==> src/rtl/pvd_pkg.sv <==
// ----------------------------------------------------------------------------
// pvd_pkg
// Shared types, widths and helpers for the plane volume distance block.
// ----------------------------------------------------------------------------
`default_nettype none

package pvd_pkg;

  localparam int FRAC_BITS = 16;

  // floor(a*b / 2^F) of two signed 32-bit values
  localparam int PROD_W = 64 - FRAC_BITS;
  // (|n| * h) >> F, |n| <= 2^31, h < 2^31
  localparam int EXT_W  = 63 - FRAC_BITS;
  // d and e, exact
  localparam int SUM_W  = PROD_W + 2;
  // d - e and d + e, exact
  localparam int DIFF_W = SUM_W + 1;

  localparam int CFG_IDX_W = 2;

  typedef enum logic [CFG_IDX_W-1:0] {
    REG_NORMAL_X     = 2'd0,
    REG_NORMAL_Y     = 2'd1,
    REG_NORMAL_Z     = 2'd2,
    REG_PLANE_OFFSET = 2'd3
  } pvd_reg_e;

  typedef struct packed {
    logic              is_box;
    logic signed [31:0] center_x;
    logic signed [31:0] center_y;
    logic signed [31:0] center_z;
    logic [30:0]       extent_x;
    logic [30:0]       extent_y;
    logic [30:0]       extent_z;
  } pvd_in_t;

  typedef struct packed {
    logic signed [31:0] min_distance;
    logic signed [31:0] max_distance;
    logic              crosses_plane;
  } pvd_out_t;

  // plane registers plus normal magnitudes formed at write time
  typedef struct packed {
    logic signed [31:0] normal_x;
    logic signed [31:0] normal_y;
    logic signed [31:0] normal_z;
    logic signed [31:0] plane_offset;
    logic [31:0]       mag_x;
    logic [31:0]       mag_y;
    logic [31:0]       mag_z;
  } pvd_plane_t;

  typedef struct packed {
    logic                   is_box;
    logic signed [PROD_W-1:0] p_x;
    logic signed [PROD_W-1:0] p_y;
    logic signed [PROD_W-1:0] p_z;
    logic [EXT_W-1:0]       q_x;
    logic [EXT_W-1:0]       q_y;
    logic [EXT_W-1:0]       q_z;
    logic [30:0]            radius;
  } pvd_prod_t;

  typedef struct packed {
    logic signed [SUM_W-1:0] center_dist;
    logic [SUM_W-1:0]        ext;
  } pvd_sum_t;

  function automatic logic signed [31:0] sat32(input logic signed [DIFF_W-1:0] v);
    logic fits;
    fits = (&v[DIFF_W-1:31]) || !(|v[DIFF_W-1:31]);
    if (fits) begin
      sat32 = v[31:0];
    end else if (v[DIFF_W-1]) begin
      sat32 = 32'sh8000_0000;
    end else begin
      sat32 = 32'sh7fff_ffff;
    end
  endfunction

endpackage

`default_nettype wire

==> src/rtl/pvd_cfg.sv <==
// ----------------------------------------------------------------------------
// pvd_cfg
// Plane register file; keeps normal magnitudes alongside the normal.
// ----------------------------------------------------------------------------
`default_nettype none

module pvd_cfg (
  input  wire logic                          clk_i,
  input  wire logic                          rst_ni,
  input  wire logic                          cfg_valid_i,
  output logic                               cfg_ready_o,
  input  wire logic [pvd_pkg::CFG_IDX_W-1:0] cfg_index_i,
  input  wire logic [31:0]                   cfg_data_i,
  output pvd_pkg::pvd_plane_t                plane_o
);

  pvd_pkg::pvd_plane_t plane_q, plane_d;
  logic [31:0]         mag;

  assign cfg_ready_o = 1'b1;
  assign mag = cfg_data_i[31] ? (~cfg_data_i + 32'd1) : cfg_data_i;

  always_comb begin
    plane_d = plane_q;
    if (cfg_valid_i) begin
      case (pvd_pkg::pvd_reg_e'(cfg_index_i))
        pvd_pkg::REG_NORMAL_X: begin
          plane_d.normal_x = cfg_data_i;
          plane_d.mag_x    = mag;
        end
        pvd_pkg::REG_NORMAL_Y: begin
          plane_d.normal_y = cfg_data_i;
          plane_d.mag_y    = mag;
        end
        pvd_pkg::REG_NORMAL_Z: begin
          plane_d.normal_z = cfg_data_i;
          plane_d.mag_z    = mag;
        end
        pvd_pkg::REG_PLANE_OFFSET: begin
          plane_d.plane_offset = cfg_data_i;
        end
        default: begin
          plane_d = plane_q;
        end
      endcase
    end
  end

  always_ff @(posedge clk_i or negedge rst_ni) begin
    if (!rst_ni) begin
      plane_q <= '0;
    end else begin
      plane_q <= plane_d;
    end
  end

  assign plane_o = plane_q;

endmodule

`default_nettype wire

==> config.mk <==
export PLATFORM = sky130hd
export DESIGN_NAME = pvd_cfg
export DESIGN_NICKNAME = d
export VERILOG_FILES = /design/src/rtl/pvd_pkg.sv /design/src/rtl/pvd_cfg.sv
export SDC_FILE = /design/constraint.sdc
export NUM_CORES = 1
export LEC_CHECK = 0
export ABC_CLOCK_PERIOD_IN_PS = 800
export BUFFER_PORTS_ARGS = -buffer_cell sky130_fd_sc_hd__clkbuf_2
export CAP_MARGIN = 40
export CORE_AREA = 2 2 152 154
export CTS_CLUSTER_DIAMETER = 30
export DETAILED_ROUTE_END_ITERATION = 16
export DIE_AREA = 0 0 154 156
export GPL_ROUTABILITY_DRIVEN = 0
export SLEW_MARGIN = 40
export SYNTH_ARGS = -nofsm -noshare
export SYNTH_HDL_FRONTEND = slang
export SYNTH_SLANG_ARGS = --single-unit
==> constraint.sdc <==
create_clock -name clk_i -period 0.8 [get_ports clk_i]
set_input_delay 0.08 -clock clk_i [delete_from_list [all_inputs] [get_ports clk_i]]
set_output_delay 0.08 -clock clk_i [all_outputs]
set_load 0.1 [all_outputs]
* Word-level counts from Yosys, hierarchy flattened *
Cells that the tools add are included.

operators by class
  div/mod/pow operators = 0
  add/subtract/negate cells = 1
  bitwise gates (word level) = 1
  order comparisons = 0
  shifts and indexed selects = 0
  multiplexer cells = 1
  reduce and logical (&&, ||, !) cells = 5
  multipliers = 0
  eq/ne operators = 3

operators with widths
  operator               number
  $add 32x1->32 const B  1
  $mux 32                1
  $not 32->32            1
  $reduce_and 2->1       4
  $eq 2x2->1 const B     2
  $eq 2x1->1 const B     1
  $logic_not 2->1        1

word-level totals
  memory bits (read-only) = 0
  memory bits (writable) = 0
  logic and storage cells = 18
  register bits after elaboration = 224
  bits in latches = 0
  input port bits = 37
  memories = 0

* Logic depth before layout (Yosys ltp) *
  word-level depth = 3
  depth in mapped cells = 7
  gate-level depth less buffers = 7

* Least setup slack after synthesis *
Ideal clock, no wire load.

  path kind = input -> register
  start = input port cfg_data_i[0]
  end = register plane_q, in the netlist plane_o[28]
  path buffers = 0
  cell stages on the path = 7
  required time = 0.665 ns
  path slack = -0.842 ns
  data arrival time = 1.508 ns
  cells stage by stage = inv_1 > ha_1 > nor4b_1 > nand4_1 > o31ai_1 > xor2_1 > o21ai_0

on the way
  word-level cells in the longest chain between the ends = 3

ends and longest elaborated chain
  what                    RTL line       RTL
  start: declaration      pvd_cfg.sv:13  input wire logic [31:0] cfg_data_i,
  $not 32->32             pvd_cfg.sv:21  assign mag = cfg_data_i[31] ? (~cfg_data_i + 32'd1) : cfg_data_i;
  $add 32x1->32           pvd_cfg.sv:21
  $mux 32                 pvd_cfg.sv:21
  end signal: assignment  pvd_cfg.sv:53  plane_q <= plane_d;
  end: declaration        pvd_cfg.sv:17  pvd_pkg::pvd_plane_t plane_q, plane_d;

Every way passes these cells.
A chain may end at the register's enable or synchronous reset.

* Worst setup path after layout *
  start = register plane_q, in the netlist plane_o[115]
  end = output port plane_o[115] in the netlist's numbering

RTL lines
  what              RTL line       RTL
  end: declaration  pvd_cfg.sv:14  output pvd_pkg::pvd_plane_t plane_o

No word-level cell between the ends.

==> summary.txt <==
Cells and area
  – Reg area: 6030 sq um
  – Layout cells sized above 1: 81.8%
  – Area growth, synth to finish: 128%
  – Post-layout instance area: 20000 sq um
  – FILL cells: 769
  – Inserted Diodes: 0
  – Area of the multi-input gates: 4190 sq um
  – Nets@finish: 1276
  – Core Util, Final: 89.4%
  – Max FFs per register: 221

Global route
  – Initial antenna violation count: 0
  – First-pass GRT wire length: 54000 microns
  – Vias in the first global route: 8884
  – GRT overflow: 0
  – Total GRT Usage: 29.6%
  – Largest net degree at the start of global routing: 37

Route
  – Routed WL: 40300 microns
  – DR WL/cell: 25.8 microns
  – Vias: 8226
  – 1st-iter DRT viols: 450
  – Drt first pass iters: 4
  – Vias per inst: 5.27
  – Post-route ant nets: 0
  – DRC viols: 0

Pwr
  – Peak supply drop: 0.00408 V
  – PwrDens: 3490 nW/um^2
  – Lkg Pwr: 9.10 nW
  – Overall power: 69.9 mW

Floorplan
  – Die Y: 156 microns
  – Rows: 55
  – Initial core utilization: 39.3%
  – Die area: 24000 sq um
  – Io pins: 262
  – Core Region: 22400 sq um
  – Die W: 154 microns

STA
  – Max-slew violation count: 0
  – RSZ-0062 raised after global routing: true
  – Skew final: 0 ns
  – Final hold violation count: 0
  – Fin crit share: 180%
  – Finish-stage setup viols: 419
  – Minimum clock period: 1.44 ns
  – Max Clk Rate: 0.695 GHz
  – Setup slack after layout: -0.639 ns

Place
  – DP HPWL: 21200 microns
  – Placed cell area: 16100 sq um
  – Buffers on Ports: 260

Logic synthesis
  – Ys flop type: dfrtp_1
  – Asr flop ratio synth: 100%
  – Seq cells post-synth: 221
  – Synth Warn #: 0
  – Post-synth cell types: 32
  – Netlist Area Pre-Place: 8780 sq um
  – Synth Net Count: 739
  – Avg Cell Area, Syn: 12.5 sq um
  – Post-synthesis sequential area ratio: 63.0%
  – EDFF count, synth: 0
  – Synthesized instance count: 701

Clocking
  – CTS tree: yes
  – Max clock buf depth: 3
  – Clock latency on the worst-skew pair: 0.53 ns
  – CTS buffer count: 47
  – Clock transition at path regs: 0.07 ns
  – Clock sink total: 221
  – CTS Root Cell: clkbuf_16
  – H-tree Lvls: 2

Hold path
  – HP Class: in2reg

Setup path
  – CP endpoint kind: output pin
  – Setup Crit Path Kind: reg2out
  – Setup crit start kind: register
  – Worst EP required: 0.72 ns
  – CP Max Fanout: 2
  – Worst EP arrival: 1.36 ns

Status
  – Status: finished, violations left
  – Failing checks: setup timing

Flow run
  – Max-Cap Viols: 0
==> path summary, 6_finish.rpt <==
path	startpoint	end	slack [ns]	depth (start not counted)
max in group asynchronous	rst_ni	plane_o[133]$_DFFE_PN0P_	0.23	3
hold / removal	cfg_data_i[5]	plane_o[133]$_DFFE_PN0P_	0.01	3
min in group asynchronous	rst_ni	plane_o[58]$_DFFE_PN0P_	0.02	2
setup reg to reg	plane_o[145]$_DFFE_PN0P_	plane_o[145]$_DFFE_PN0P_	-0.31	3
hold reg to reg	plane_o[75]$_DFFE_PN0P_	plane_o[75]$_DFFE_PN0P_	0.53	2
setup / recovery	plane_o[115]$_DFFE_PN0P_	plane_o[115]	-0.64	2
==> cells in the final DEF (no fill, tap or decap), types with 3 or more instances in the layout <==
cell type,count
buf_12,249
dfrtp_2,128
buf_6,124
buf_4,113
mux2_4,111
nand2_1,99
dfrtp_4,91
o21ai_1,81
clkbuf_16,51
clkbuf_2,24
xor2_2,21
o21ai_2,20
dlygate4sd3_1,16
clkbuf_8,10
mux2_2,9
o31ai_4,9
o21ai_4,8
inv_6,8
clkinv_4,7
buf_8,7
o41ai_4,6
clkinv_2,6
clkinvlp_4,6
nand2_4,5
nor4_4,4
nand4_1,4
dlymetal6s4s_1,4
xnor2_1,3
nor2_1,3
xor2_1,3
xor2_4,3
clkbuf_1,3
bufinv_16,3
==> synth_stat cells (5+ instances only) <==
| cell | n | area share [%] |
|---|---|---|
| dfrtp_1 | 221 | 63 |
| mux2_2 | 120 | 15 |
| o21ai_0 | 111 | 6.3 |
| nand2_1 | 107 | 4.6 |
| clkbuf_1 | 44 | 1.9 |
| xor2_1 | 27 | 2.7 |
| o31ai_1 | 11 | 0.94 |
| nor2_1 | 5 | 0.21 |
| o41ai_2 | 5 | 0.93 |
==> critical path, stage by stage (launching register included) <==
cell and delay (ns):
dfrtp_4 0.51, buf_6 0.14, buf_12 0.15
==> final cells by class <==
| cell class | instances | area share (%) |
|---|---|---|
| Clock inverter | 30 | 1.49 |
| Clock buffer | 57 | 6.53 |
| Multi-Input combinational cell | 420 | 21.0 |
| Tap cell | 285 | 1.78 |
| Timing Repair Buffer | 544 | 38.9 |
| Inverter | 4 | 0.175 |
| Sequential cell | 221 | 30.2 |
==> power by group <==
group,switching [mW],internal [mW]
sequential,2.49,14.1
combinational,20.5,13.1
clock,7.08,12.8
==> stage by stage <==
step | setup WS, ns | cells | TNS [ns] | hold slack (ns)
3_5_place_dp | -1.02 | 1369 | -121.95 | -0.00280
6_report | -0.639 | 1561 | -139.79 | 0.0150
3_3_place_gp | -0.960 | 1369 | -114.15 | 0.00204
5_1_grt | -0.652 | 1561 | -150.53 | 0.0156
2_1_floorplan | -0.742 | 701 | -80.09 | -0.216
4_1_cts | -0.601 | 1519 | -130.37 | 0.000967
==> cell families after synthesis <==
family	synth area share, %
xor+xnor	2.99
other cells	0.0427
mux	15.5
buf+inv	2.86
flops	63.0
fa+ha+maj	0.142
compound gates	8.29
simple gates	7.19
==> metal layers <==
layer | global-route usage (%) | part of all wire, % | wire length, microns
met1 | 34.7 | 37 | 14800
met2 | 52.3 | 54 | 21600
met3 | 7.89 | 6.1 | 2450
met4 | 10.8 | 3.6 | 1440
met5 | 0 | 0 | 0
==> timing repair <==
item                                    CTS  global route
buffers inserted                         47            55
resized for setup                       246           130
endpoints found under the hold margin   264             0
pin swaps                                55            57
endpoints found under the setup margin  404           427
hold buffers                             20             0
No activity file was read; power rests on OpenSTA's default activity.
