$ cat src/rtl/pvd_pkg.sv
// ----------------------------------------------------------------------------
// pvd_pkg
// Shared types, widths and helpers for the plane volume distance block.
// ----------------------------------------------------------------------------
`default_nettype none

package pvd_pkg;

  localparam int FRAC_BITS = 16;

  // floor(a*b / 2^F) of two signed 32-bit values
  localparam int PROD_W = 64 - FRAC_BITS;
  // (|n| * h) >> F, |n| <= 2^31, h < 2^31
  localparam int EXT_W  = 63 - FRAC_BITS;
  // d and e, exact
  localparam int SUM_W  = PROD_W + 2;
  // d - e and d + e, exact
  localparam int DIFF_W = SUM_W + 1;

  localparam int CFG_IDX_W = 2;

  typedef enum logic [CFG_IDX_W-1:0] {
    REG_NORMAL_X     = 2'd0,
    REG_NORMAL_Y     = 2'd1,
    REG_NORMAL_Z     = 2'd2,
    REG_PLANE_OFFSET = 2'd3
  } pvd_reg_e;

  typedef struct packed {
    logic              is_box;
    logic signed [31:0] center_x;
    logic signed [31:0] center_y;
    logic signed [31:0] center_z;
    logic [30:0]       extent_x;
    logic [30:0]       extent_y;
    logic [30:0]       extent_z;
  } pvd_in_t;

  typedef struct packed {
    logic signed [31:0] min_distance;
    logic signed [31:0] max_distance;
    logic              crosses_plane;
  } pvd_out_t;

  // plane registers plus normal magnitudes formed at write time
  typedef struct packed {
    logic signed [31:0] normal_x;
    logic signed [31:0] normal_y;
    logic signed [31:0] normal_z;
    logic signed [31:0] plane_offset;
    logic [31:0]       mag_x;
    logic [31:0]       mag_y;
    logic [31:0]       mag_z;
  } pvd_plane_t;

  typedef struct packed {
    logic                   is_box;
    logic signed [PROD_W-1:0] p_x;
    logic signed [PROD_W-1:0] p_y;
    logic signed [PROD_W-1:0] p_z;
    logic [EXT_W-1:0]       q_x;
    logic [EXT_W-1:0]       q_y;
    logic [EXT_W-1:0]       q_z;
    logic [30:0]            radius;
  } pvd_prod_t;

  typedef struct packed {
    logic signed [SUM_W-1:0] center_dist;
    logic [SUM_W-1:0]        ext;
  } pvd_sum_t;

  function automatic logic signed [31:0] sat32(input logic signed [DIFF_W-1:0] v);
    logic fits;
    fits = (&v[DIFF_W-1:31]) || !(|v[DIFF_W-1:31]);
    if (fits) begin
      sat32 = v[31:0];
    end else if (v[DIFF_W-1]) begin
      sat32 = 32'sh8000_0000;
    end else begin
      sat32 = 32'sh7fff_ffff;
    end
  endfunction

endpackage

`default_nettype wire

$ cat src/rtl/pvd_sum.sv
// ----------------------------------------------------------------------------
// pvd_sum
// Two adder stages: pair sums, then center distance and projected extent.
// ----------------------------------------------------------------------------
`default_nettype none

module pvd_sum (
  input  wire logic                clk_i,
  input  wire logic                rst_ni,
  input  wire logic                valid_i,
  output logic                     ready_o,
  input  wire pvd_pkg::pvd_prod_t  data_i,
  input  wire pvd_pkg::pvd_plane_t plane_i,
  output logic                     valid_o,
  input  wire logic                ready_i,
  output pvd_pkg::pvd_sum_t        data_o
);

  localparam int PW = pvd_pkg::PROD_W;
  localparam int EW = pvd_pkg::EXT_W;
  localparam int SW = pvd_pkg::SUM_W;

  typedef struct packed {
    logic signed [PW:0] s_xy;
    logic signed [PW:0] s_zo;
    logic [EW:0]        e_xy;
    logic [EW:0]        e_z;
  } pair_t;

  logic              en_a, en_b;
  logic              valid_a_q, valid_b_q;
  pair_t             pair_q, pair_d;
  pvd_pkg::pvd_sum_t sum_q, sum_d;

  assign en_b    = !valid_b_q || ready_i;
  assign en_a    = !valid_a_q || en_b;
  assign ready_o = en_a;

  always_comb begin
    pair_d.s_xy = {data_i.p_x[PW-1], data_i.p_x} + {data_i.p_y[PW-1], data_i.p_y};
    pair_d.s_zo = {data_i.p_z[PW-1], data_i.p_z}
                + {{(PW + 1 - 32){plane_i.plane_offset[31]}}, plane_i.plane_offset};
    if (data_i.is_box) begin
      pair_d.e_xy = {1'b0, data_i.q_x} + {1'b0, data_i.q_y};
      pair_d.e_z  = {1'b0, data_i.q_z};
    end else begin
      pair_d.e_xy = '0;
      pair_d.e_z  = {{(EW + 1 - 31){1'b0}}, data_i.radius};
    end
  end

  always_comb begin
    sum_d.center_dist = {pair_q.s_xy[PW], pair_q.s_xy} + {pair_q.s_zo[PW], pair_q.s_zo};
    sum_d.ext  = {{(SW - EW - 1){1'b0}}, pair_q.e_xy} + {{(SW - EW - 1){1'b0}}, pair_q.e_z};
  end

  always_ff @(posedge clk_i or negedge rst_ni) begin
    if (!rst_ni) begin
      valid_a_q <= 1'b0;
      valid_b_q <= 1'b0;
    end else begin
      if (en_a) begin
        valid_a_q <= valid_i;
      end
      if (en_b) begin
        valid_b_q <= valid_a_q;
      end
    end
  end

  always_ff @(posedge clk_i) begin
    if (en_a && valid_i) begin
      pair_q <= pair_d;
    end
    if (en_b && valid_a_q) begin
      sum_q <= sum_d;
    end
  end

  assign valid_o = valid_b_q;
  assign data_o  = sum_q;

endmodule

`default_nettype wire

$ cat config.mk
export PLATFORM = sky130hd
export DESIGN_NAME = pvd_sum
export DESIGN_NICKNAME = d
export VERILOG_FILES = /design/src/rtl/pvd_pkg.sv /design/src/rtl/pvd_sum.sv
export SDC_FILE = /design/constraint.sdc
export NUM_CORES = 1
export LEC_CHECK = 0
export ABC_AREA = 1
export CAP_MARGIN = 20
export CORE_UTILIZATION = 40
export DETAILED_ROUTE_END_ITERATION = 12
export DONT_BUFFER_PORTS = 1
export PLACE_DENSITY_LB_ADDON = 0.05
export REMOVE_ABC_BUFFERS = 1
export SYNTH_ARGS = -nofsm -noshare
export SYNTH_HDL_FRONTEND = slang
export SYNTH_SLANG_ARGS = --single-unit
$ cat constraint.sdc
create_clock -name clk_i -period 5.7 [get_ports clk_i]
set_input_delay 1.14 -clock clk_i [delete_from_list [all_inputs] [get_ports clk_i]]
set_output_delay 1.14 -clock clk_i [all_outputs]
set_load 0.005 [all_outputs]
======== After elaboration in Yosys (flattened, before gate mapping) ========
Cells that the tools add are included.
storage, ports and cells
  register bits after elaboration ......... 296
  latch bits .............................. 0
  RAM bits ................................ 0
  ROM bits ................................ 0
  input bits .............................. 545
  output and inout port bits .............. 102
  memories ................................ 0
cells by class
  add/subtract/negate cells ............... 5
  multiply operators ...................... 0
  div/mod/pow operators ................... 0
  $lt $le $gt $ge ......................... 0
  equality and inequality tests ........... 0
  shift operators ......................... 0
  mux-type cells .......................... 1
  bitwise operators ....................... 0
  reduce and logical (&&, ||, !) cells .... 6
operators with widths
  operator                 number
  adder 48 x 48 -> 49 bit  2
  adder 49 x 49 -> 50 bit  1
  adder 48 x 32 -> 49 bit  1
  adder 47 x 47 -> 48 bit  1
  two-way mux 31 bit       1
  logical AND 1 bit        2
  logical NOT 1 bit        2
  logical OR 1 bit         2

======== Depth between registers and ports, before layout ========
Gate-level depths: netlist of run 1.
  depth after elaboration ................. 4
  gate-level depth with buffers ........... 15
  gate-level depth less buffers ........... 15

======== Worst setup path after synthesis of run 1 ========
OpenSTA, ideal clock, no wires.
  kind .................................... input-to-reg
  start point ............................. input ready_i
  end point ............................... register sum_q, in the netlist data_o[0], enable pin
  data arrival time ....................... 5.959 ns
  path slack .............................. -0.848 ns
  cell stages on the path ................. 2
  buffers on the path ..................... 0
  cell sequence ........................... inv_1 a21oi_1
between the ends
  word-level cells in the longest chain between the ends .. 2
RTL lines
  what                  line           RTL
  start, declared       pvd_sum.sv:15  input wire logic ready_i,
  logical OR 1 bit      pvd_sum.sv:35  assign en_b = !valid_b_q || ready_i;
  logical AND 1 bit     pvd_sum.sv:75  if (en_b && valid_a_q) begin
  end signal, assigned  pvd_sum.sv:76  sum_q <= sum_d;
  end, declared         pvd_sum.sv:33  pvd_pkg::pvd_sum_t sum_q, sum_d;
Every way passes these cells.
A chain may end at the register's enable or synchronous reset.

==> results.toml, run 1 <==
[synthesis]
synth_common_cells = "nand2_1 (1556), inv_1 (809), nor2_1 (433)"
yosysTopAreaCellShare = 0.308
yosysWarnings = 0
synth-main-ff-cell = "edfxtp_1"
post-synth-top-area-cell = "edfxtp_1"
yosys-top-cells-area = "edfxtp_1 (31%), nand2_1 (21%), inv_1 (11%), ha_1 (10%), nor2_1 (5.7%)"
yosysMostFrequentCell = "nand2_1"
synth_edf_count = 292
synthArstFlopShare = 0.00680
ys_seq_area_frac = 0.310
synthDistinctLibCells = 41
ys_ff_latch = 294
syn_inst = 4377
syn_area_um2 = 28500
syn_avg_cell_area_um2 = 6.51

[sta]
setup_viol = 0
max_freq_ghz = 0.360
slew_viol_final = 0
fin_crit_ns = 2.77
relSlewSlack = 0.483
hold_violations = 0
fin_crit_sh = 0.487
tightest_slew_ns = 0.776
rsz0062_at_grt = "false"
whs_ns = 0.273
clock_skew_ns = 0.0333
setup-tns-final_ns = 0

[pwr]
combPwrFrac = 0.365
intPower_mw = 5.38
power_density_nw_per_um2 = 286
vdd_drop_max_mv = 0.200
p_leak_nw = 16.3
switching_share = 0.392
p_sw_mw = 3.46
power_mw = 8.84
p_clk_frac = 0.284
seq_power_share = 0.352

[global_routing]
grt_pass1_vias = 26200
globalRouteMet1Util = 0.336
grt_pass1_wl_mm = 155
overflow = 0
grtUsageTotal = 0.290
use_met3 = 0.0354
grt_max_degree = 100
use_met2 = 0.542
antenna_found_initial = 6
busiest_layer = "met2"

[setup_path]
timing.rr.start = "pair_q[23]"
cp_cell_sequence = "ha_1 -> nand2_1 -> nor2_1 -> nand2_1 -> nand2_1 -> nand2_1 -> nand2_2 -> nand3_1 -> nand2_1 -> xor2_1"
start_kind = "input port"
cpMostUsedCell = "nand2_1"
crit_buf_inv = 0
crit_arrival_ns = 3.07
cp_max_fo = 4
crit_type = "input port to flop"
cpPeakStageDelay_ns = 0.53
required_ns = 6.00
slowest_stage = "ha_1"
end_kind = "flop"
path_delay_family = "simple AND/OR/NAND/NOR gates"
startpoint = "data_i[223]"

[clock_tree]
cts_max_path_buffers = 3
clkTransAtPathRegs_ns = 0.06
cts_resized = 0
worstSkewPairLatency_ns = 0.57
clock_sinks = 294
cts_tree = "done"
h-tree-depth = 2
post_cts_buffers = 0
numCtsBuffers = 37
hold_buffers = 0
clockRootBuffer = "clkbuf_16"

[die]
start_util = 0.405
die_y_um = 269
dieArea_um2 = 72300
die-width_um = 269
rows = 97
ios = 647
coreArea_um2 = 70300

[route]
wl_per_cell_um = 19.8
finalWirelength_mm = 106
drtPass1Iterations = 7
initialDrtViolationCount = 1652
drc_errors = 0
num_vias = 27000
vias_per_cell = 5.01
ant_nets = 0

[final_layout]
area_delta_synth_final_pct = 8.74
fin_util = 0.441
final.fill_count = 7660
drive_gt1_frac = 0.0381
fin_nets = 5196
final_cells = 5379

[placement]
place_inst = 5308
place_hpwl_mm = 91.7
place_congestion = 0.961
numPortBuffers = 0

[run_status]
status = "complete, no violations"

[hold_path]
min-delay-path-class = "input port to asynchronous set/reset pin"

[run]
max-cap-violations = 0
final cells by class:
cell class	instances	area, um^2	share of cell area
multi-input cells	3250	16500	0.534
flip-flops and latches	294	8820	0.285
inverters	819	3080	0.0994
well taps	940	1180	0.0380
clock buffers	42	966	0.0312
clock inverters	23	315	0.0102
repair buffers	5	62.6	0.00202
diodes	6	15.0	0.000485
cells in the final DEF (no fill, tap or decap), drive strengths merged, types with 30 or more instances in the layout:
cell / n
o21bai: 37
a21oi: 316
ha: 239
nor2: 476
nand4: 45
o21ai: 145
nand3: 200
edfxtp: 292
nand2: 1592
inv: 816
nor3: 30
xor2: 105
clkbuf: 42
flip-flops by register name, summed over array words and instances (netlist names):
name	count
valid_o	1
pair_q	193
data_o	99
valid_a_q	1
power groups by stage:
stage | logic, mW | registers [mW] | clock network [mW]
floorplan | 2.18 | 3.04 | 0
global placement | 3.20 | 3.17 | 0
detailed placement | 3.20 | 3.16 | 0
CTS | 3.21 | 3.12 | 2.57
global route | 3.59 | 3.14 | 2.65
finish | 3.22 | 3.11 | 2.51
worst paths after layout:
| path | cells past startpoint | end | slack, ns |
|---|---|---|---|
| setup / recovery | 10 | pair_q[172] | 2.93 |
| hold / removal | 0 | valid_a_q | 0.27 |
| setup reg to reg | 10 | data_o[30] | 3.11 |
| hold reg to reg | 1 | data_o[50] | 0.53 |
| max in group asynchronous | 0 | valid_o | 5.36 |
| min in group clk_i | 1 | data_o[50] | 0.53 |
kinds of logic (layout without fill, tap and decap cells):
logic type | after synthesis | count (layout) | share of synthesized area
AOI/OAI and AO/OA | 518 | 518 | 0.0962
xor gates and xnor gates | 107 | 107 | 0.0329
adders and majority gates | 244 | 244 | 0.109
buffers and inverters | 833 | 889 | 0.110
DFF | 294 | 294 | 0.310
other | 1 | 7 | 0.000132
and+or+nand+nor | 2380 | 2380 | 0.343
layer usage:
metal	share of wire	routed length, um
met1	0.41	43600
met2	0.51	54200
met3	0.043	4560
met4	0.037	3950
met5	0.00019	20
stage by stage:
stage	setup slack [ns]	cell area, um^2
2_1_floorplan	-0.848	28400
3_3_place_gp	2.36	29700
3_5_place_dp	2.38	29700
4_1_cts	2.94	31000
5_1_grt	2.75	31000
6_report	2.93	31000
No activity file was read; power rests on OpenSTA's default activity.
==> inputs of run 2 (changes only) <==
--- a/config.mk
+++ b/config.mk
@@ -5,10 +5,11 @@
 export SDC_FILE = /design/constraint.sdc
 export NUM_CORES = 1
 export LEC_CHECK = 0
-export ABC_AREA = 1
+export ABC_AREA = 0
 export CAP_MARGIN = 20
-export CORE_UTILIZATION = 40
+export CORE_AREA = 2 2 255 257
 export DETAILED_ROUTE_END_ITERATION = 12
+export DIE_AREA = 0 0 257 259
 export DONT_BUFFER_PORTS = 1
 export PLACE_DENSITY_LB_ADDON = 0.05
 export REMOVE_ABC_BUFFERS = 1
==> constraint.sdc (replaced) <==
create_clock -name clk_i -period 2.6 [get_ports clk_i]
set_input_delay 0.52 -clock clk_i [delete_from_list [all_inputs] [get_ports clk_i]]
set_output_delay 0.52 -clock clk_i [all_outputs]
set_load 0.005 [all_outputs]
==> run 2 against run 1 <==
  * Critical path type is now flop to flop
  * Hold slack lost 0.20 ns
  * Clock skew fell by 0.017 ns
  * First-iteration DRC count down 49%
  * Largest cell class unchanged
  * Largest power group unchanged
  * The run now ends with setup timing left
==> results.toml, run 2 <==
[setup_path]
end_kind = "flop"
crit_end = "data_o[47]"
start_kind = "flop"
crit_buf_inv = 3
reg2reg_depth = 15
slowest_stage = "edfxtp_1"
crit_arrival_ns = 3.53
reg2reg_to = "data_o[47]"
timing.rr.start = "pair_q[0]"
cpPeakStageDelay_ns = 0.39
cp_cell_sequence = "ha_2 -> buf_4 -> buf_4 -> a211oi_2 -> o21ai_2 -> a31oi_2 -> o21ai_2 -> a31o_4 -> a21oi_4 -> o31ai_4 -> o221a_4 -> a221oi_4 -> buf_4 -> o21ai_2 -> xor2_1"
cp_max_fo = 3
path_delay_family = "compound AO/OA/AOI/OAI gates"
path_depth = 15
reg2reg_setup_slack_ns = -0.63
crit_type = "flop to flop"
startpoint = "pair_q[0]"
required_ns = 2.90

[final_layout]
fin_util = 0.510
area_delta_synth_final_pct = 44.7
fin_area_um2 = 32600
drive_gt1_frac = 0.389
final_common_cell = "buf_4"
regArea_um2 = 8820
top_register = "pair_q"
multiInputGateArea_um2 = 15500
largest_reg_flops = 193
fin_nets = 3709
final_cell_mix = "buf_4 (649), edfxtp_1 (292), a21oi_1 (203)"
final.fill_count = 5798

[synthesis]
ys_seq_area_frac = 0.392
yosysMostFrequentCell = "edfxtp_1"
yosysTopAreaCellShare = 0.390
yosysWarnings = 0
ys_ff_latch = 294
synth-main-ff-cell = "edfxtp_1"
synthDistinctLibCells = 86
syn_avg_cell_area_um2 = 10.0
synth_edf_count = 292
syn_inst = 2245
syn_area_um2 = 22500
synth_common_cells = "edfxtp_1 (292), a21oi_1 (257), ha_1 (239)"
yosys-top-cells-area = "edfxtp_1 (39%), ha_1 (13%), a21oi_1 (5.7%), xnor2_1 (4.9%), a21o_1 (4.7%)"
post-synth-top-area-cell = "edfxtp_1"
synthArstFlopShare = 0.00680

[sta]
fin_crit_sh = 1.24
setup_viol = 73
fin_crit_ns = 3.23
hold_violations = 0
setup-tns-final_ns = -17.99
rsz0062_at_grt = "true"
whs_ns = 0.0757
clock_skew_ns = 0.0168
max_freq_ghz = 0.309
relSlewSlack = 0.438
slew_viol_final = 0
worst_slack_ns = -0.634
tightest_slew_ns = 0.822

[route]
initialDrtViolationCount = 849
drtPass1Iterations = 5
vias_per_cell = 5.16
wl_per_cell_um = 19.1
num_vias = 19700
ant_nets = 0
finalWirelength_mm = 72.7
drc_errors = 0

[placement]
place_congestion = 0.880
numPortBuffers = 0
place_hpwl_mm = 58.0
postPlaceCellArea_um2 = 28200

[hold_path]
hold-path-cell-count = 1
min-delay-path-class = "input port to flop"

[clock_tree]
h-tree-depth = 2
clock_sinks = 294
clkTransAtPathRegs_ns = 0.06
worstSkewPairLatency_ns = 0.56
cts_tree = "done"
numCtsBuffers = 38
clockRootBuffer = "clkbuf_16"
cts_max_path_buffers = 3

[die]
ios = 647
start_util = 0.352
die_y_um = 259
dieArea_um2 = 66600
coreArea_um2 = 63900
rows = 93
die-width_um = 257

[global_routing]
grt_pass1_vias = 20000
antenna_found_initial = 3
use_met2 = 0.366
grtUsageTotal = 0.210
globalRouteMet1Util = 0.263
use_met3 = 0.0469
grt_max_degree = 96
busiest_layer = "met2"
grt_pass1_wl_mm = 111
overflow = 0

[run]
max-cap-violations = 0

[pwr]
p_leak_nw = 13.9
vdd_drop_max_mv = 0.366
power_density_nw_per_um2 = 634
power_mw = 20.6

[run_status]
violations = "setup timing"
status = "finished with violations"
## run 2: cell types whose count changed after synthesis, moves of 25 or more
cell	change
a21o_1	+132
a21oi_1	-59
and2_1	+77
clkbuf_1	+64
inv_1	-746
mux2_2	+31
nand2_1	-1410
nand2_2	-36
nand3_1	-146
nor2_1	-327
nor2_2	-38
nor2b_1	+25
xnor2_1	+124
## run 2: worst min-delay path by stage
stage / start / endpoint / slack [ns]
6_report: valid_i / valid_a_q / 0.08
5_1_grt: valid_i / valid_a_q / 0.05
4_1_cts: valid_i / valid_a_q / 0.04
3_5_place_dp: rst_ni / valid_o / 0.22
3_3_place_gp: rst_ni / valid_o / 0.22
2_1_floorplan: rst_ni / valid_a_q / 0.22
## run 2: power by group
group / internal, mW / leakage [nW] / switching, mW
Clock: 3.22 / 0.621 / 2.14
Combinational: 4.40 / 10.4 / 4.10
Sequential: 6.30 / 2.85 / 0.474
## run 2: area by class of cell
| type | instances | area share |
|---|---|---|
| multi-input combinational | 1807 | 0.475 |
| sequential | 294 | 0.271 |
| timing repair buffer | 716 | 0.175 |
| tap | 855 | 0.0329 |
| clock buffer | 43 | 0.0310 |
| clock inverter | 26 | 0.00822 |
| inverter | 63 | 0.00734 |
| antenna | 2 | 0.000154 |
## run 2: worst reg2reg max path: cells and delay by family (launching register included)
kind,cells,cell delay (ns)
xor gates and xnor gates,1,0.14
adders and majority gates,1,0.22
AOI/OAI and AO/OA,10,1.81
DFF,1,0.39
buffers and inverters,3,0.43
## run 2: what timing repair did
item	4_1_cts	5_1_grt
pin swaps	191	162
hold buffers	1	0
endpoints found under the setup margin	117	117
hold endpoints to repair	2	0
buffers inserted	51	50
gates resized for setup	308	182
## run 2: per-layer routing
| metal | vias to the layer above | part of all wire |
|---|---|---|
| met1 | 9278 | 0.44 |
| met2 | 424 | 0.49 |
| met5 | - | 0.00056 |
| met4 | 6 | 0.020 |
| met3 | 88 | 0.052 |
| li1 | 9855 | - |
## run 2: logic make-up (layout without fill, tap and decap cells)
group,after synthesis,in the layout,share of synthesized area
multiplexers,31,31,0.0155
AND/OR/NAND/NOR,550,550,0.123
buffers and inverters,144,848,0.0244
XOR/XNOR,220,220,0.0856
AO/OA/AOI/OAI,761,761,0.222
flip-flops,294,294,0.392
other,1,3,0.000167
adder cells (fa/ha/maj),244,244,0.137
## run 2: per-stage QoR
step | setup WS (ns) | instances
after floorplan | -3.08 | 2164
after global placement | -1.07 | 3664
after detailed placement | -1.13 | 3664
after CTS | -0.699 | 3769
after global routing | -0.763 | 3804
final | -0.634 | 3806
==> inputs of run 3 (changes only) <==
--- a/config.mk
+++ b/config.mk
@@ -13,6 +13,7 @@
 export DONT_BUFFER_PORTS = 1
 export PLACE_DENSITY_LB_ADDON = 0.05
 export REMOVE_ABC_BUFFERS = 1
+export SETUP_SLACK_MARGIN = 0.1
 export SYNTH_ARGS = -nofsm -noshare
 export SYNTH_HDL_FRONTEND = slang
 export SYNTH_SLANG_ARGS = --single-unit
==> run 3 against run 2 <==
  * The flow still finishes with violations (setup timing)
  * Largest cell class unchanged
  * First-iteration DRC count fell by 1.6%
  * Total power rose by 0.29%
  * Sequential cell count did not move
  * Utilization rose by 0.10 points
  * Count of clock-buffer cells in the layout did not move
  * Worst setup slack got worse by 0.049 ns
==> results.toml, run 3 (same netlist as run 2, synthesis figures left out) <==
[final_layout]
fin_nets = 3708
drive_gt1_frac = 0.394
final_common_cell = "buf_4"
area_delta_synth_final_pct = 45.0
top_register = "pair_q"
fin_util = 0.511
final_cell_mix = "buf_4 (639), edfxtp_1 (292), a21oi_1 (197)"
final.fill_count = 5779
largest_reg_flops = 193

[run]
max-cap-violations = 0

[pwr]
vdd_drop_max_mv = 0.370
power_density_nw_per_um2 = 634
power_mw = 20.7
p_leak_nw = 14.0

[die]
die_y_um = 259
ios = 647
dieArea_um2 = 66600
coreArea_um2 = 63900
start_util = 0.352
die-width_um = 257
rows = 93

[clock_tree]
cts_tree = "done"
numCtsBuffers = 38
cts_max_path_buffers = 3
clockRootBuffer = "clkbuf_16"
worstSkewPairLatency_ns = 0.56
clock_sinks = 294
h-tree-depth = 2
clkTransAtPathRegs_ns = 0.06

[route]
finalWirelength_mm = 72.6
num_vias = 19700
ant_nets = 0
initialDrtViolationCount = 835
drc_errors = 0
vias_per_cell = 5.17
wl_per_cell_um = 19.1
drtPass1Iterations = 5

[hold_path]
min-delay-path-class = "input port to flop"
hold_start = "valid_i"

[sta]
clock_skew_ns = 0.0169
slew_viol_final = 0
max_freq_ghz = 0.305
setup-tns-final_ns = -18.34
whs_ns = 0.0767
hold_violations = 0
fin_crit_ns = 3.28
setup_viol = 74
rsz0062_at_grt = "true"
worst_slack_ns = -0.683
relSlewSlack = 0.597
fin_crit_sh = 1.26
tightest_slew_ns = 0.590

[setup_path]
end_kind = "flop"
required_ns = 2.89
startpoint = "pair_q[0]"
timing.rr.start = "pair_q[0]"
cp_max_fo = 2
crit_arrival_ns = 3.57
reg2reg_setup_slack_ns = -0.68
start_kind = "flop"
crit_type = "flop to flop"

[placement]
place_hpwl_mm = 58.0
numPortBuffers = 0
pre_cts_slack_ns = -1.13
place_congestion = 0.880

[global_routing]
grt_pass1_wl_mm = 112
grt_pass1_vias = 20100
grt_max_degree = 96
antenna_found_initial = 4
grtUsageTotal = 0.211
overflow = 0

[run_status]
violations = "setup timing"
status = "finished with violations"
==> run 3: per-layer routing <==
| metal | wire length [um] | up-vias | global-route usage |
|---|---|---|---|
| met3 | 3980 | 83 | 0.0467 |
| met5 | 41 | - | 0 |
| met1 | 31600 | 9284 | 0.265 |
| li1 | - | 9847 | - |
| met4 | 1410 | 6 | 0.0504 |
| met2 | 35500 | 453 | 0.368 |
==> run 3: per-stage QoR <==
| stage | instances | cell area (um^2) |
|---|---|---|
| 2_1_floorplan | 2164 | 22200 |
| 3_3_place_gp | 3664 | 28200 |
| 3_5_place_dp | 3664 | 28200 |
| 4_1_cts | 3780 | 31600 |
| 5_1_grt | 3803 | 32600 |
| 6_report | 3806 | 32600 |
==> run 3: power breakdown <==
part	leakage, nW	switching (mW)	internal [mW]
combinational	10.5	4.10	4.45
clock	0.621	2.15	3.22
sequential	2.85	0.475	6.30
total	14.0	6.73	14.0
==> run 3: timing repair <==
item                                   CTS  global route
setup endpoints to repair              129           132
endpoints found under the hold margin    2             0
resized for setup                      339           184
buffers inserted                        53            39
pin swaps                              191           165
hold buffers                             1             0
==> run 3: critical path, stage by stage, from the launching register on <==
cell and delay, ns:
edfxtp_1 0.43, ha_4 0.19, fa_2 0.39, a21oi_4 0.17
o31ai_4 0.10, buf_4 0.15, a21oi_4 0.15, o41ai_4 0.12
a41oi_2 0.19, nand3_1 0.10, o211ai_1 0.16, nor3_1 0.11
buf_4 0.17, a31o_4 0.24, a221oi_2 0.24, xnor2_1 0.12
==> run 3: final cells by class <==
class                           instances  area [um^2]  area share
Antenna cell                            3         7.51    0.000230
Inverter                               63          239     0.00732
Multi-Input combinational cell       1807        15500       0.475
Sequential cell                       294         8820       0.270
Tap cell                              855         1070      0.0328
Clock inverter                         26          268     0.00821
Clock buffer                           43         1010      0.0310
Timing Repair Buffer                  715         5700       0.175
==> run 3: worst paths after layout <==
path                       depth (start not counted)          to
setup / recovery                                  15  data_o[46]
hold / removal                                     1   valid_a_q
min in group asynchronous                          1     valid_o
setup reg to reg                                  15  data_o[46]
max in group asynchronous                          1   valid_a_q
hold reg to reg                                    1     valid_o
